**src/rtl/i2c_master_byte_engine_macros.svh**
```systemverilog
// Assertion macros shared by the I2C master byte engine RTL.
`ifndef I2C_MASTER_BYTE_ENGINE_MACROS_SVH
`define I2C_MASTER_BYTE_ENGINE_MACROS_SVH

// Same-cycle implication on the module clock, off during reset.
`define I2CM_ASSERT_NOW(label, ante, cons, msg) \
  label: assert property (@(posedge clk) disable iff (rst) (ante) |-> (cons)) \
    else $error(msg);

// Next-cycle implication on the module clock, off during reset.
`define I2CM_ASSERT_NEXT(label, ante, cons, msg) \
  label: assert property (@(posedge clk) disable iff (rst) (ante) |=> (cons)) \
    else $error(msg);

`endif

```
**src/rtl/i2cm_pkg.sv**
```systemverilog
// Types and constants for the I2C master byte engine.
package i2cm_pkg;

  localparam int HP_W = 16;
  localparam int TIMER_BITS_DEF = 16;
  localparam logic [HP_W-1:0] HALF_PERIOD_RESET = 16'd500;

  typedef enum logic [1:0] {
    CMD_START = 2'd0,
    CMD_STOP  = 2'd1,
    CMD_WRITE = 2'd2,
    CMD_READ  = 2'd3
  } cmd_t;

  typedef enum logic [3:0] {
    PH_IDLE   = 4'd0,
    PH_S_A    = 4'd1,
    PH_S_B    = 4'd2,
    PH_S_C    = 4'd3,
    PH_P_A    = 4'd4,
    PH_P_B    = 4'd5,
    PH_P_C    = 4'd6,
    PH_BIT_LO = 4'd7,
    PH_BIT_HI = 4'd8,
    PH_ACK_LO = 4'd9,
    PH_ACK_HI = 4'd10
  } phase_t;

  typedef struct packed {
    logic       cmd_valid;
    cmd_t       command;
    logic [7:0] tx_byte;
    logic       send_nack;
    logic       sda_sample;
  } item_t;

  typedef struct packed {
    logic       scl_level;
    logic       sda_level;
    logic       ready_res;
    logic       done_res;
    logic [7:0] rx_byte;
    logic       slave_nack;
  } result_t;

endpackage

```
**src/rtl/i2cm_core.sv**
```systemverilog
// Bus sequencer: phase state, bit shifter and phase timer, one tick per item.
`include "i2c_master_byte_engine_macros.svh"

module i2cm_core #(
  parameter int TIMER_BITS = i2cm_pkg::TIMER_BITS_DEF
) (
  input  logic                       clk,
  input  logic                       rst,
  input  logic                       step,
  input  i2cm_pkg::item_t            item,
  input  logic [i2cm_pkg::HP_W-1:0]  half_period,
  output i2cm_pkg::result_t          res
);

  localparam int WIDE = (TIMER_BITS > i2cm_pkg::HP_W) ? TIMER_BITS : i2cm_pkg::HP_W;
  localparam logic [WIDE-1:0] TIMER_MAX_W = WIDE'({TIMER_BITS{1'b1}});

  i2cm_pkg::phase_t phase, phase_next;
  i2cm_pkg::cmd_t   active_command, active_command_next;
  logic [3:0]            bit_count, bit_count_next;
  logic [7:0]            shift_reg, shift_reg_next;
  logic [TIMER_BITS-1:0] phase_timer, phase_timer_next;
  logic                  nack_choice, nack_choice_next;
  logic                  ack_seen, ack_seen_next;
  logic                  scl_reg, scl_reg_next;
  logic                  sda_reg, sda_reg_next;
  logic [7:0]            rx_last, rx_last_next;
  logic                  done;

  logic [i2cm_pkg::HP_W-1:0] hp_eff;
  logic [i2cm_pkg::HP_W-1:0] hp_m1;
  logic [WIDE-1:0]           hp_wide;
  logic [TIMER_BITS-1:0]     timer_load;
  logic                      is_idle;
  logic                      start;
  logic                      adv;
  logic                      is_read;
  logic [3:0]                bit_count_inc;
  logic [7:0]                shift_upd;

  always_comb begin
    hp_eff     = (half_period == '0) ? i2cm_pkg::HP_W'(1) : half_period;
    hp_m1      = hp_eff - i2cm_pkg::HP_W'(1);
    hp_wide    = WIDE'(hp_m1);
    timer_load = (hp_wide > TIMER_MAX_W) ? TIMER_BITS'(TIMER_MAX_W) : TIMER_BITS'(hp_wide);
  end

  assign is_idle       = (phase == i2cm_pkg::PH_IDLE);
  assign start         = step && is_idle && item.cmd_valid;
  assign adv           = step && !is_idle && (phase_timer == '0);
  assign is_read       = (active_command == i2cm_pkg::CMD_READ);
  assign bit_count_inc = bit_count + 4'd1;

  always_comb begin
    shift_upd = shift_reg;
    if (is_read) begin
      shift_upd[~bit_count[2:0]] = item.sda_sample;
    end
  end

  // next phase
  always_comb begin
    phase_next = phase;
    if (start) begin
      unique case (item.command)
        i2cm_pkg::CMD_START: phase_next = i2cm_pkg::PH_S_A;
        i2cm_pkg::CMD_STOP:  phase_next = i2cm_pkg::PH_P_A;
        i2cm_pkg::CMD_WRITE: phase_next = i2cm_pkg::PH_BIT_LO;
        i2cm_pkg::CMD_READ:  phase_next = i2cm_pkg::PH_BIT_LO;
        default:             phase_next = i2cm_pkg::PH_IDLE;
      endcase
    end else if (adv) begin
      unique case (phase)
        i2cm_pkg::PH_S_A:    phase_next = i2cm_pkg::PH_S_B;
        i2cm_pkg::PH_S_B:    phase_next = i2cm_pkg::PH_S_C;
        i2cm_pkg::PH_P_A:    phase_next = i2cm_pkg::PH_P_B;
        i2cm_pkg::PH_P_B:    phase_next = i2cm_pkg::PH_P_C;
        i2cm_pkg::PH_BIT_LO: phase_next = i2cm_pkg::PH_BIT_HI;
        i2cm_pkg::PH_BIT_HI: begin
          phase_next = (bit_count_inc < 4'd8) ? i2cm_pkg::PH_BIT_LO : i2cm_pkg::PH_ACK_LO;
        end
        i2cm_pkg::PH_ACK_LO: phase_next = i2cm_pkg::PH_ACK_HI;
        default:             phase_next = i2cm_pkg::PH_IDLE;
      endcase
    end
  end

  // line levels, datapath and done
  always_comb begin
    active_command_next = active_command;
    bit_count_next      = bit_count;
    shift_reg_next      = shift_reg;
    phase_timer_next    = phase_timer;
    nack_choice_next    = nack_choice;
    ack_seen_next       = ack_seen;
    scl_reg_next        = scl_reg;
    sda_reg_next        = sda_reg;
    rx_last_next        = rx_last;
    done                = 1'b0;
    if (start) begin
      active_command_next = item.command;
      scl_reg_next        = 1'b0;
      bit_count_next      = 4'd0;
      phase_timer_next    = timer_load;
      unique case (item.command)
        i2cm_pkg::CMD_WRITE: begin
          shift_reg_next = item.tx_byte;
          sda_reg_next   = item.tx_byte[7];
        end
        i2cm_pkg::CMD_READ: begin
          nack_choice_next = item.send_nack;
          shift_reg_next   = 8'd0;
          sda_reg_next     = 1'b1;
        end
        default: begin
        end
      endcase
    end else if (step && !is_idle && (phase_timer != '0)) begin
      phase_timer_next = phase_timer - TIMER_BITS'(1);
    end else if (adv) begin
      phase_timer_next = timer_load;
      unique case (phase)
        i2cm_pkg::PH_S_A: begin
          scl_reg_next = 1'b1;
          sda_reg_next = 1'b1;
        end
        i2cm_pkg::PH_S_B: sda_reg_next = 1'b0;
        i2cm_pkg::PH_S_C: begin
          scl_reg_next = 1'b0;
          done         = 1'b1;
        end
        i2cm_pkg::PH_P_A: begin
          sda_reg_next = 1'b0;
          scl_reg_next = 1'b1;
        end
        i2cm_pkg::PH_P_B: sda_reg_next = 1'b1;
        i2cm_pkg::PH_P_C: done = 1'b1;
        i2cm_pkg::PH_BIT_LO: scl_reg_next = 1'b1;
        i2cm_pkg::PH_BIT_HI: begin
          shift_reg_next = shift_upd;
          bit_count_next = bit_count_inc;
          scl_reg_next   = 1'b0;
          if (bit_count_inc < 4'd8) begin
            sda_reg_next = is_read ? 1'b1 : shift_upd[~bit_count_inc[2:0]];
          end else begin
            sda_reg_next = is_read ? nack_choice : 1'b1;
          end
        end
        i2cm_pkg::PH_ACK_LO: scl_reg_next = 1'b1;
        i2cm_pkg::PH_ACK_HI: begin
          if (is_read) begin
            rx_last_next = shift_reg;
          end else begin
            ack_seen_next = item.sda_sample;
          end
          sda_reg_next = 1'b1;
          done         = 1'b1;
        end
        default: begin
          scl_reg_next = 1'b1;
          sda_reg_next = 1'b1;
        end
      endcase
    end
  end

  always_ff @(posedge clk) begin
    if (rst) begin
      phase          <= i2cm_pkg::PH_IDLE;
      active_command <= i2cm_pkg::CMD_START;
      bit_count      <= 4'd0;
      shift_reg      <= 8'd0;
      phase_timer    <= '0;
      nack_choice    <= 1'b0;
      ack_seen       <= 1'b0;
      scl_reg        <= 1'b1;
      sda_reg        <= 1'b1;
      rx_last        <= 8'd0;
    end else if (step) begin
      phase          <= phase_next;
      active_command <= active_command_next;
      bit_count      <= bit_count_next;
      shift_reg      <= shift_reg_next;
      phase_timer    <= phase_timer_next;
      nack_choice    <= nack_choice_next;
      ack_seen       <= ack_seen_next;
      scl_reg        <= scl_reg_next;
      sda_reg        <= sda_reg_next;
      rx_last        <= rx_last_next;
    end
  end

  always_comb begin
    res.scl_level  = scl_reg_next;
    res.sda_level  = sda_reg_next;
    res.ready_res  = is_idle;
    res.done_res   = done;
    res.rx_byte    = rx_last_next;
    res.slave_nack = ack_seen_next;
  end

  `I2CM_ASSERT_NEXT(a_start_leaves_idle, start, phase != i2cm_pkg::PH_IDLE,
                    "accepted command left the engine idle")
  `I2CM_ASSERT_NOW(a_bit_count_range,
                   (phase == i2cm_pkg::PH_BIT_LO) || (phase == i2cm_pkg::PH_BIT_HI),
                   bit_count < 4'd8, "bit counter past the last data bit")

endmodule

```
**src/rtl/i2c_master_byte_engine.sv**
```systemverilog
// Top level of the I2C master byte engine: handshakes, config register, result register.
//
// Usage: each input item on in_valid/in_ready is one tick of the bus sequencer,
// carrying an optional command (start, stop, write byte, read byte), the byte to
// send, the ack/nack choice for reads and the sampled SDA level. Every accepted
// item yields exactly one result item on out_valid/out_ready with the open-drain
// SCL/SDA drive levels, the ready and done flags, the last read byte and the
// slave acknowledge of the last write.
// The result register presents a result in the cycle after its item is accepted.
// Throughput: one item per cycle while out_ready is high; the result register is the
// only stage, and a new item is taken in the cycle the pending result is taken.
// Each bus phase lasts half_period items (zero counts as one), written through
// cfg_valid/cfg_ready/cfg_data, which is always ready.
// Reset: synchronous rst returns the sequencer to idle with both lines released,
// half_period to 500 and empties the result register.
// Stall: while a result waits with out_ready low, in_ready is low and the
// sequencer holds its state.
`include "i2c_master_byte_engine_macros.svh"

module i2c_master_byte_engine #(
  parameter int TIMER_BITS = i2cm_pkg::TIMER_BITS_DEF
) (
  input  logic                       clk,
  input  logic                       rst,
  input  logic                       in_valid,
  output logic                       in_ready,
  input  i2cm_pkg::item_t            in_data,
  output logic                       out_valid,
  input  logic                       out_ready,
  output i2cm_pkg::result_t          out_data,
  input  logic                       cfg_valid,
  output logic                       cfg_ready,
  input  logic [i2cm_pkg::HP_W-1:0]  cfg_data
);

  logic [i2cm_pkg::HP_W-1:0] half_period;
  logic                      in_accept;
  i2cm_pkg::result_t         res;

  assign cfg_ready = 1'b1;
  assign in_ready  = !out_valid || out_ready;
  assign in_accept = in_valid && in_ready;

  always_ff @(posedge clk) begin
    if (rst) begin
      half_period <= i2cm_pkg::HALF_PERIOD_RESET;
    end else if (cfg_valid) begin
      half_period <= cfg_data;
    end
  end

  i2cm_core #(
    .TIMER_BITS(TIMER_BITS)
  ) u_core (
    .clk         (clk),
    .rst         (rst),
    .step        (in_accept),
    .item        (in_data),
    .half_period (half_period),
    .res         (res)
  );

  always_ff @(posedge clk) begin
    if (rst) begin
      out_valid <= 1'b0;
    end else if (in_accept) begin
      out_valid <= 1'b1;
    end else if (out_ready) begin
      out_valid <= 1'b0;
    end
  end

  always_ff @(posedge clk) begin
    if (in_accept) begin
      out_data <= res;
    end
  end

  `I2CM_ASSERT_NOW(a_stall_blocks_input, out_valid && !out_ready, !in_ready,
                   "item taken while a result waits")
  `I2CM_ASSERT_NOW(a_done_not_ready, in_accept, !(res.done_res && res.ready_res),
                   "completion reported while idle")

endmodule
```
**config.mk**
```make
export PLATFORM = sky130hd
export DESIGN_NAME = i2c_master_byte_engine
export DESIGN_NICKNAME = d
export VERILOG_FILES = /design/src/rtl/i2cm_pkg.sv /design/src/rtl/i2cm_core.sv /design/src/rtl/i2c_master_byte_engine.sv
export VERILOG_INCLUDE_DIRS = /design/src /design/src/rtl
export SDC_FILE = /design/constraint.sdc
export NUM_CORES = 1
export LEC_CHECK = 0
export ABC_AREA = 1
export ABC_CLOCK_PERIOD_IN_PS = 3200
export BUFFER_PORTS_ARGS = -buffer_cell sky130_fd_sc_hd__buf_2
export CAP_MARGIN = 20
export CORE_MARGIN = 4
export CORE_UTILIZATION = 55
export CTS_CLUSTER_DIAMETER = 200
export DETAILED_ROUTE_END_ITERATION = 16
export GPL_TIMING_DRIVEN = 0
export PLACE_DENSITY = 0.86
export SYNTH_ARGS = -nofsm -noshare
export SYNTH_HDL_FRONTEND = slang
export SYNTH_SLANG_ARGS = --single-unit
```
**constraint.sdc**
```tcl
create_clock -name clk -period 3.2 [get_ports clk]
set_input_delay 0.64 -clock clk [delete_from_list [all_inputs] [get_ports clk]]
set_output_delay 0.64 -clock clk [all_outputs]
set_load 0.01 [all_outputs]
```
### After elaboration in Yosys (flattened, before gate mapping)

Cells that the tools add are included.
W data, S select, Z words.

* flip-flop bits (word level): 76
* input bits: 34
* output and inout bits: 16
* logic and storage cells: 127

* add/subtract/negate cells: 3
* order comparisons: 5
* equality and inequality tests: 16
* multiplexer cells: 50
* bitwise logic cells: 3
* reduce and logical (&&, ||, !) cells: 32

Operator list (number)
* $mux W16: 5
* $mux W8: 10
* $logic_not A16 Y1: 2
* $sub A16 B1 Y16 const B: 2
* $mux W4: 7
* $pmux W4 S7: 1
* $mux W1: 19
* $eq A4 B3 Y1 const B: 4
* $gt A16 B16 Y1 const B: 1
* $pmux W8 S2: 1
* $reduce_bool A16 Y1: 1
* $eq A4 B4 Y1 const B: 3
* $pmux W4 S3: 1
* $bwmux W8: 1
* $eq A4 B2 Y1 const B: 2
* $lt A3 B4 Y1 const B: 2
* $reduce_or A4 Y1: 2
* $logic_and A1 B1 Y1: 7
* $eq A2 B2 Y1 const B: 3
* $not A3 Y3: 2
* $reduce_and A2 Y1: 3
* $reduce_bool A2 Y1: 3
* $reduce_or A2 Y1: 3
* $reduce_or A3 Y1: 2
* other kinds (20): 22

### Depth between registers and ports, before layout

Gate-level depths: netlist of the first run.

* depth in word-level cells: 15
* mapped depth: 16
* gate-level depth less buffers: 16

### Modules after synthesis

Synthesis of the first run repeated with hierarchy kept, for this count alone.

* cells, all modules: 681
* area total of the unflattened synthesis: 4510.6 sq um

By module, submodules not included
* i2cm_core: instances 1, cells each 591, area each 3515.9 sq um, sequential area each 920.9 sq um
* i2c_master_byte_engine: instances 1, cells each 90, area each 994.7 sq um, sequential area each 730.7 sq um

### Worst setup path after synthesis of the first run

No wires, ideal clock.

* kind: in2reg
* start point: in out_ready
* end point: reg u_core.shift_reg[5]
* data arrival time: 1.860 ns
* data required time: 3.085 ns
* slack: 1.225 ns
* cell stages on the path: 10
* path buffers: 1
* cell sequence: inv_1 > nand2_2 > nand2_2 > inv_2 > nand3_4 > a21oi_2 > nand2_2 > buf_6 > o21ai_2 > a21oi_2

* longest elaborated chain between the ends: 6
* elaborated cells on any way between the ends: 13

Ends and longest elaborated chain
* start, declared: RTL line i2c_master_byte_engine.sv:29 `input logic out_ready,`
* $logic_or A1 B1 Y1 *: RTL line i2c_master_byte_engine.sv:41 `assign in_ready = !out_valid || out_ready;`
* via in_ready: RTL line i2c_master_byte_engine.sv:26 `output logic in_ready,`
* $logic_and A1 B1 Y1 *: RTL line i2c_master_byte_engine.sv:42 `assign in_accept = in_valid && in_ready;`
* via in_accept: RTL line i2c_master_byte_engine.sv:37 `logic in_accept;`
* $logic_and A1 B1 Y1, on equally long branches (2 in series): RTL line i2cm_core.sv:49, i2cm_core.sv:50, i2cm_core.sv:118
* $ne A3 B3 Y1 (no source line), or another cell as far along
* $reduce_and A5 Y1 (no source line)
* end signal, assigned: RTL line i2cm_core.sv:183 `shift_reg <= shift_reg_next;`
* end, declared: RTL line i2cm_core.sv:21 `logic [7:0] shift_reg, shift_reg_next;`

Mark *: on every way through the listed nets, which the timed path passes. The rest lies on a longest branch.
A chain may end at the register's enable or synchronous reset.

### Final worst setup path of the first run

* start point: reg half_period[4] (netlist bit)
* end point: reg u_core.phase_timer[14]

* longest elaborated chain between the ends: 8

Ends and longest elaborated chain
* start, declared: RTL line i2c_master_byte_engine.sv:36 `logic [i2cm_pkg::HP_W-1:0] half_period;`
* start signal, assigned: RTL line i2c_master_byte_engine.sv:46 `half_period <= i2cm_pkg::HALF_PERIOD_RESET;`
* start signal, assigned: RTL line i2c_master_byte_engine.sv:48 `half_period <= cfg_data;`
* $logic_not A16 Y1: RTL line i2cm_core.sv:42 `hp_eff = (half_period == '0) ? i2cm_pkg::HP_W'(1) : half_period;`
* $mux W16 *: RTL line i2cm_core.sv:42
* $sub A16 B1 Y16 *: RTL line i2cm_core.sv:43 `hp_m1 = hp_eff - i2cm_pkg::HP_W'(1);`
* $gt A16 B16 Y1: RTL line i2cm_core.sv:45 `timer_load = (hp_wide > TIMER_MAX_W) ? TIMER_BITS'(TIMER_MAX_W) : TIMER_BITS'(hp_wide);`
* $mux W16 *: RTL line i2cm_core.sv:45
* $mux W16: RTL line i2cm_core.sv:120 `end else if (adv) begin`
* $mux W16: RTL line i2cm_core.sv:118 `end else if (step && !is_idle && (phase_timer != '0)) begin`
* $mux W16 *: RTL line i2cm_core.sv:100 `if (start) begin`
* end signal, assigned: RTL line i2cm_core.sv:184 `phase_timer <= phase_timer_next;`
* end, declared: RTL line i2cm_core.sv:22 `logic [TIMER_BITS-1:0] phase_timer, phase_timer_next;`

Every way passes the cells marked *; elsewhere a longest branch is shown, timed or not. The select of a mux whose other input is x is not followed.

==> qor.csv, run 1 <==
stage,metric,value,unit
routing,DR iter-0 viols,390,
final_layout,final instance area,4989,µm²
place,detailed placement HPWL,8739,µm
clock_tree,worst skew pair latency,0.35,ns
sta,unrepaired setup endpoints after global routing,false,
logic_synthesis,share of the synthesized area in the top cell type,28.39,%
clock_tree,post-CTS sizing,0,
final_layout,n_diodes,0,
worst_setup_path,Setup crit end kind,flip-flop,
logic_synthesis,commonest register cell after synthesis,dfxtp_1,
worst_setup_path,FF-to-FF path depth,14,
place,Post-DP Area,4806,µm²
power,VDD IR-drop max,0.2373,mV
clock_tree,clock root cell,clkbuf_8,
worst_setup_path,worst setup path end,u_core.phase_timer[14],
floorplanning,Site Rows,32,
sta,Clock Skew,0.005890,ns
final_layout,layout cell share with drive strength beyond 1,16.38,%
final_layout,Storage cell area,1652,µm²
global_route,gr usage total,23.82,%
worst_setup_path,worst reg2reg startpoint,half_period[4],
power,Lkg Pwr,2.230,nW
clock_tree,"Setup Fix Bufs, Post-CTS",0,
routing,Pre-antenna DRT Iters,4,
final_layout,synthesis-to-finish area growth,12.28,%
global_route,total gr overflow,0,
clock_tree,Sink Count,76,
worst_setup_path,CP arrival,2.42,ns
place,Final GP Congestion,0.9650,
worst_setup_path,startpoint types,flip-flop,
worst_setup_path,Worst Setup SP,half_period[4],
clock_tree,CTS Hold Bufs,0,
floorplanning,die area,9580,µm²
clock_tree,CTS H-tree depth,3,
floorplanning,Vert. Die Dim,97.88,µm
floorplanning,Die W,97.88,µm
sta,Final setup viols,0,
run_status,run status,completed,
final_layout,biggest regs,"half_period: 16 flops, u_core.phase_timer: 16 flops, out_data: 13 flops",
power,Pwr per Cell Area,482.8,nW/µm²
logic_synthesis,asr flop ratio synth,0,%
global_route,largest net degree at the start of global routing,17,
floorplanning,core area,7807,µm²
final_layout,Layout Utilization,63.89,%
routing,drc violations,0,
worst_setup_path,worst reg2reg endpoint,u_core.phase_timer[14],
logic_synthesis,"EDFF count, synth",13,
sta,final count of pins violating max slew,0,
logic_synthesis,sequential fraction of the synthesis area,37.17,%
logic_synthesis,"count leader, synth",nand2_1,
logic_synthesis,synth unique cells,42,
clock_tree,total CTS buffers,9,
sta,Period minus WS final,2.206,ns
logic_synthesis,Synth Area per Inst,6.942,µm²
logic_synthesis,cell taking the most area after synthesis,dfxtp_1,
final_layout,# fillers,723,
worst_setup_path,critical path class,flip-flop to flip-flop,
global_route,first-pass GRT wire length,18860,µm
clock_tree,Clock Pin Slew Worst Setup and Hold Paths,0.08,ns
logic_synthesis,Mapped Cells,640,
floorplanning,I/O pin cnt,50,
logic_synthesis,Post-Syn Nets,678,
logic_synthesis,most common library cells after synthesis,"nand2_1 (123), nor2_1 (78), inv_1 (77)",
sta,Slew @ Worst Pin,0.6253,ns
clock_tree,TritonCTS clock tree,done,
logic_synthesis,Post-Syn Area,4443,µm²
floorplanning,Initial Utilization,56.91,%
worst_setup_path,"Req. time, crit path",3.42,ns
min_path,Hold WC Path Type,flip-flop to flip-flop,
place,Port Buf Inserts,47,
sta,Post-Route Setup TNS,0,ns
routing,DR WL/cell,14.13,µm
routing,antenna-violating nets left,0,
routing,number of vias per cell,5.471,
sta,Rel. slew slack,58.31,%
global_route,initial antenna violation count,0,
final_layout,nets,736,
sta,worst hold slack,0.4749,ns
logic_synthesis,total number of yosys warnings,0,
final_layout,area occupied by multi-input gates,2322,µm²
routing,via count,4399,
clock_tree,Longest Clk Path Bufs,2,
logic_synthesis,"top cells by area, synth","dfxtp_1 (28%), nand2_1 (10%), edfxtp_1 (8.8%)",
sta,Hold Fails Final Rpt,0,
sta,crit share post-route,68.92,%
worst_setup_path,crit-path max FO,5,
logic_synthesis,Yosys reg bits,76,
routing,final WL,11360,µm
job,max-cap violations,0,
global_route,vias in the first global route,4104,
sta,Max Fclk,453.4,MHz
worst_setup_path,R2R setup slack,0.99,ns
[cells by family (layout without fill, tap and decap cells)]
kind of cell,count (synthesis),count (layout),share of synthesized area [%]
AO/OA/AOI/OAI,151,151,19.52
XOR/XNOR,14,14,2.760
adder cells (fa/ha/maj),4,4,1.126
buffers and inverters,107,169,10.56
flip-flops,76,76,37.17
other,1,1,0.08440
AND/OR/NAND/NOR,287,287,28.78
[placed cells by master (no fill, tap or decap), types with 10 or more instances in the layout]
cell type  netlist  routed
a21oi_1         56      56
buf_2            6      53
clkbuf_1         9      10
dfxtp_1         63      63
edfxtp_1        13      13
inv_1           77      77
nand2_1        123     123
nand3_1         53      53
nor2_1          78      78
o21ai_0         68      68
xor2_1          10      10
[per-layer routing]
metal / track usage (%) / part of all wire [%] / up-vias
li1: - / - / 2212
met1: 33.10 / 46 / 1996
met2: 36.34 / 45 / 168
met3: 4.929 / 6.7 / 23
met4: 9.265 / 2.4 / 0
met5: 0 / 0 / -
[metrics by stage]
stage	worst slack (ns)	power, mW	instances
floorplan	1.225	1.540	640
global placement	0.9495	1.686	789
detailed placement	0.8497	1.700	789
CTS	0.9979	2.403	804
global route	0.7330	2.540	804
finish	0.9944	2.409	804
[layout make-up]
cell class / count / share of cell area [%]
multi-input cells: 457 / 46.55
repair buffers: 47 / 4.715
clock inverters: 5 / 1.104
clock buffers: 10 / 2.558
well taps: 102 / 2.558
flip-flops and latches: 76 / 33.11
plain buffers: 24 / 3.010
inverters: 83 / 6.396
[critical path, cell delays in order (launching register included)]
cell,delay (ns)
dfxtp_1,0.42
nor2_1,0.10
nand2_1,0.12
nor2_1,0.05
nand2_1,0.10
nand2_1,0.10
inv_1,0.08
ha_1,0.18
nand2_1,0.11
nor2_1,0.24
nand3_1,0.15
o21ai_0,0.17
nand3_1,0.11
nand3_1,0.09
a21oi_1,0.06
[where the power goes]
group | switching (mW) | total, mW | internal (mW)
Clock | 0.363 | 0.717 | 0.354
Sequential | 0.0588 | 1.10 | 1.04
Combinational | 0.388 | 0.595 | 0.207
[worst min-delay path by stage]
stage / slack [ns] / from / end / cells past startpoint
floorplan: 0.44 / half_period[15] / half_period[15] / 2
finish: 0.47 / u_core.ack_seen / u_core.ack_seen / 2
detailed placement: 0.47 / u_core.ack_seen / u_core.ack_seen / 2
global route: 0.51 / u_core.rx_last[6] / u_core.rx_last[6] / 2
global placement: 0.46 / u_core.ack_seen / u_core.ack_seen / 2
CTS: 0.48 / u_core.rx_last[5] / u_core.rx_last[5] / 2
Note: power is estimated with default switching activity, not from simulation.
==> inputs of run 2 (changes only) <==
--- a/config.mk
+++ b/config.mk
@@ -7,11 +7,11 @@
 export NUM_CORES = 1
 export LEC_CHECK = 0
 export ABC_AREA = 1
-export ABC_CLOCK_PERIOD_IN_PS = 3200
+export ABC_CLOCK_PERIOD_IN_PS = 1970
 export BUFFER_PORTS_ARGS = -buffer_cell sky130_fd_sc_hd__buf_2
 export CAP_MARGIN = 20
 export CORE_MARGIN = 4
-export CORE_UTILIZATION = 55
+export CORE_UTILIZATION = 53
 export CTS_CLUSTER_DIAMETER = 200
 export DETAILED_ROUTE_END_ITERATION = 16
 export GPL_TIMING_DRIVEN = 0
==> constraint.sdc (replaced) <==
create_clock -name clk -period 1.97 [get_ports clk]
set_input_delay 0.394 -clock clk [delete_from_list [all_inputs] [get_ports clk]]
set_output_delay 0.394 -clock clk [all_outputs]
set_load 0.01 [all_outputs]
==> qor.csv, run 2 (synthesis gave the netlist of run 1 again) <==
stage,metric,value,unit,change
run_status,run status,completed,,
place,Port Buf Inserts,47,,unchanged
power,Switching Fraction,34.24,%,+0.62 points
worst_setup_path,critical path class,flip-flop to flip-flop,,
routing,final WL,12210,µm,+7.5%
routing,number of vias per cell,5.679,,+3.8%
clock_tree,Clock Pin Slew Worst Setup and Hold Paths,0.08,ns,about the same
place,DP Worst Slack,-0.2123,ns,-1.062 ns
worst_setup_path,CP arrival,2.13,ns,-0.29 ns
global_route,gr usage total,24.22,%,+0.40 points
global_route,vias in the first global route,4246,,+3.5%
sta,Period minus WS final,1.878,ns,-0.3279 ns
floorplanning,Site Rows,33,,+3.1%
routing,via count,4594,,+4.4%
final_layout,area occupied by multi-input gates,2434,µm²,+4.8%
place,Post-DP Area,4810,µm²,about the same
power,Sw Pwr,1.384,mW,+71%
clock_tree,Sink Count,76,,unchanged
floorplanning,I/O pin cnt,50,,unchanged
sta,Post-Route Setup TNS,0,ns,unchanged
sta,final count of pins violating max slew,0,,unchanged
power,Pwr per Cell Area,783.7,nW/µm²,+62%
worst_setup_path,FF-to-FF path depth,15,,+1
final_layout,"most common cell after layout, fill and taps aside",nand2_1,,
worst_setup_path,worst reg2reg startpoint,half_period[9],,
sta,Max Fclk,532.6,MHz,+17%
final_layout,final instance area,5157,µm²,+3.4%
routing,DR WL/cell,15.09,µm,+6.8%
global_route,largest net degree at the start of global routing,17,,unchanged
final_layout,Non-Filler Instances,809,,+0.62%
worst_setup_path,crit-path max FO,4,,-1
global_route,total gr overflow,0,,unchanged
final_layout,n_diodes,0,,unchanged
power,Comb pwr share,25.0,%,+0.3 points
global_route,first-pass GRT wire length,19240,µm,+2.0%
global_route,initial antenna violation count,0,,unchanged
sta,Hold Fails Final Rpt,0,,unchanged
routing,DR iter-0 viols,458,,+17%
power,clock power share,30.6,%,+0.8 points
worst_setup_path,worst reg2reg endpoint,u_core.phase_timer[10],,
worst_setup_path,Worst Setup SP,half_period[9],,
final_layout,Storage cell area,1674,µm²,+1.4%
place,Final GP Congestion,0.9788,,+1.4%
final_layout,# fillers,708,,-2.1%
floorplanning,die area,9912,µm²,+3.5%
min_path,Worst Min Path Start,cfg_data[5],,
power,VDD IR-drop max,0.4399,mV,+85%
final_layout,synthesis-to-finish area growth,16.08,%,
job,max-cap violations,0,,unchanged
routing,Pre-antenna DRT Iters,5,,+1
clock_tree,Longest Clk Path Bufs,2,,unchanged
power,Int Pwr,2.658,mW,+66%
min_path,Hold WC Path Type,input pin to flip-flop,,
sta,Clock Skew,0.008361,ns,+0.002470 ns
power,Lkg Pwr,2.270,nW,+1.8%
worst_setup_path,Setup crit end kind,flip-flop,,
clock_tree,CTS H-tree depth,3,,unchanged
sta,Rel. slew slack,54.85,%,-3.5 points
final_layout,layout cell share with drive strength beyond 1,21.59,%,+5.2 points
clock_tree,total CTS buffers,9,,unchanged
sta,post-route setup slack,0.09233,ns,-0.9021 ns
worst_setup_path,R2R setup slack,0.09,ns,-0.90 ns
floorplanning,Die W,99.56,µm,+1.7%
sta,Slew @ Worst Pin,0.6772,ns,+0.05191 ns
clock_tree,worst skew pair latency,0.36,ns,about the same
final_layout,biggest regs,"half_period: 16 flops, u_core.phase_timer: 16 flops, out_data: 13 flops",,
clock_tree,clock root cell,clkbuf_8,,
floorplanning,Initial Utilization,54.35,%,-2.6 points
floorplanning,core area,8175,µm²,+4.7%
final_layout,most frequent cells in the layout,"nand2_1 (117), inv_1 (76), nor2_1 (67)",,
min_path,Hold EP,half_period[5],,
worst_setup_path,startpoint types,flip-flop,,
place,detailed placement HPWL,8620,µm,-1.4%
power,Flop pwr share,44.4,%,-1.1 points
sta,worst hold slack,0.2562,ns,-0.2187 ns
min_path,hold path depth,3,,+1
routing,antenna-violating nets left,0,,unchanged
routing,drc violations,0,,unchanged
worst_setup_path,"Req. time, crit path",2.23,ns,-1.19 ns
place,Placed Cells,792,,+0.38%
clock_tree,TritonCTS clock tree,done,,
sta,crit share post-route,95.31,%,+26 points
final_layout,nets,737,,+0.14%
sta,Final setup viols,0,,unchanged
floorplanning,Vert. Die Dim,99.56,µm,+1.7%
run 2: changes by cell type in the layout (fill, tap and decap cells not counted), moves of 5 or more:
cell / previous run / this run
dfxtp_1: 63 / 51
nor2_1: 78 / 67
dfxtp_2: 0 / 9
nand2_1: 123 / 117
nor2_2: 6 / 12
nor2_4: 2 / 7
run 2: worst max-delay path, stage by stage (launching register included):
cell and delay (ns):
dfxtp_1 0.42, nor2_4 0.05, nand2_2 0.11, nor2_4 0.05, nand2_2 0.08, nand2_2 0.08, inv_1 0.11, ha_4 0.16
nand2_4 0.06, nor2_4 0.11, nand2_1 0.08, xnor2_1 0.13, nand2_1 0.06, o21ai_0 0.08, o21bai_1 0.15, inv_1 0.05
run 2: final cells by class:
class / instances / area share, %
Inverter: 83 / 6.283
Timing Repair Buffer: 48 / 4.706
Clock inverter: 6 / 1.189
Tap cell: 105 / 2.547
Multi-Input combinational cell: 457 / 47.19
Sequential cell: 76 / 32.46
Clock buffer: 10 / 2.669
Buffer: 24 / 2.960
run 2: worst max path at each step:
| stage | end | cells past startpoint |
|---|---|---|
| detailed placement | u_core.phase_timer[14] | 14 |
| floorplan | u_core.phase_timer[14] | 14 |
| finish | u_core.phase_timer[10] | 15 |
| global placement | u_core.phase_timer[14] | 14 |
| global route | u_core.phase_timer[14] | 15 |
| CTS | u_core.phase_timer[8] | 16 |
run 2: stage by stage:
step,utilization (%),total power [mW]
after floorplan,-,2.501
after global placement,58.83,2.727
after detailed placement,58.83,2.762
after CTS,61.66,3.975
after global routing,63.09,4.245
final,63.09,4.042
run 2: power by group through the flow:
stage                     Combinational [mW]  Sequential, mW  Clock, mW
after detailed placement               0.948            1.81          0
after floorplan                        0.701            1.80          0
final                                   1.01            1.79       1.24
after global placement                 0.919            1.81          0
after CTS                              0.960            1.78       1.23
after global routing                    1.12            1.81       1.31
run 2: timing repair:
| action | in CTS | in global routing |
|---|---|---|
| pin swaps | 1 | 6 |
| setup buffers | 0 | 1 |
| hold buffers | 0 | 0 |
| endpoints found under the setup margin | 7 | 28 |
| resized for setup | 15 | 40 |
run 2: metal layers:
metal	GRT usage [%]	vias to the layer above	wire length, µm
met5	0	-	0
met4	11.66	0	321
met3	4.698	38	1039
met2	38.48	246	5652
met1	31.63	2093	5197
li1	-	2217	-
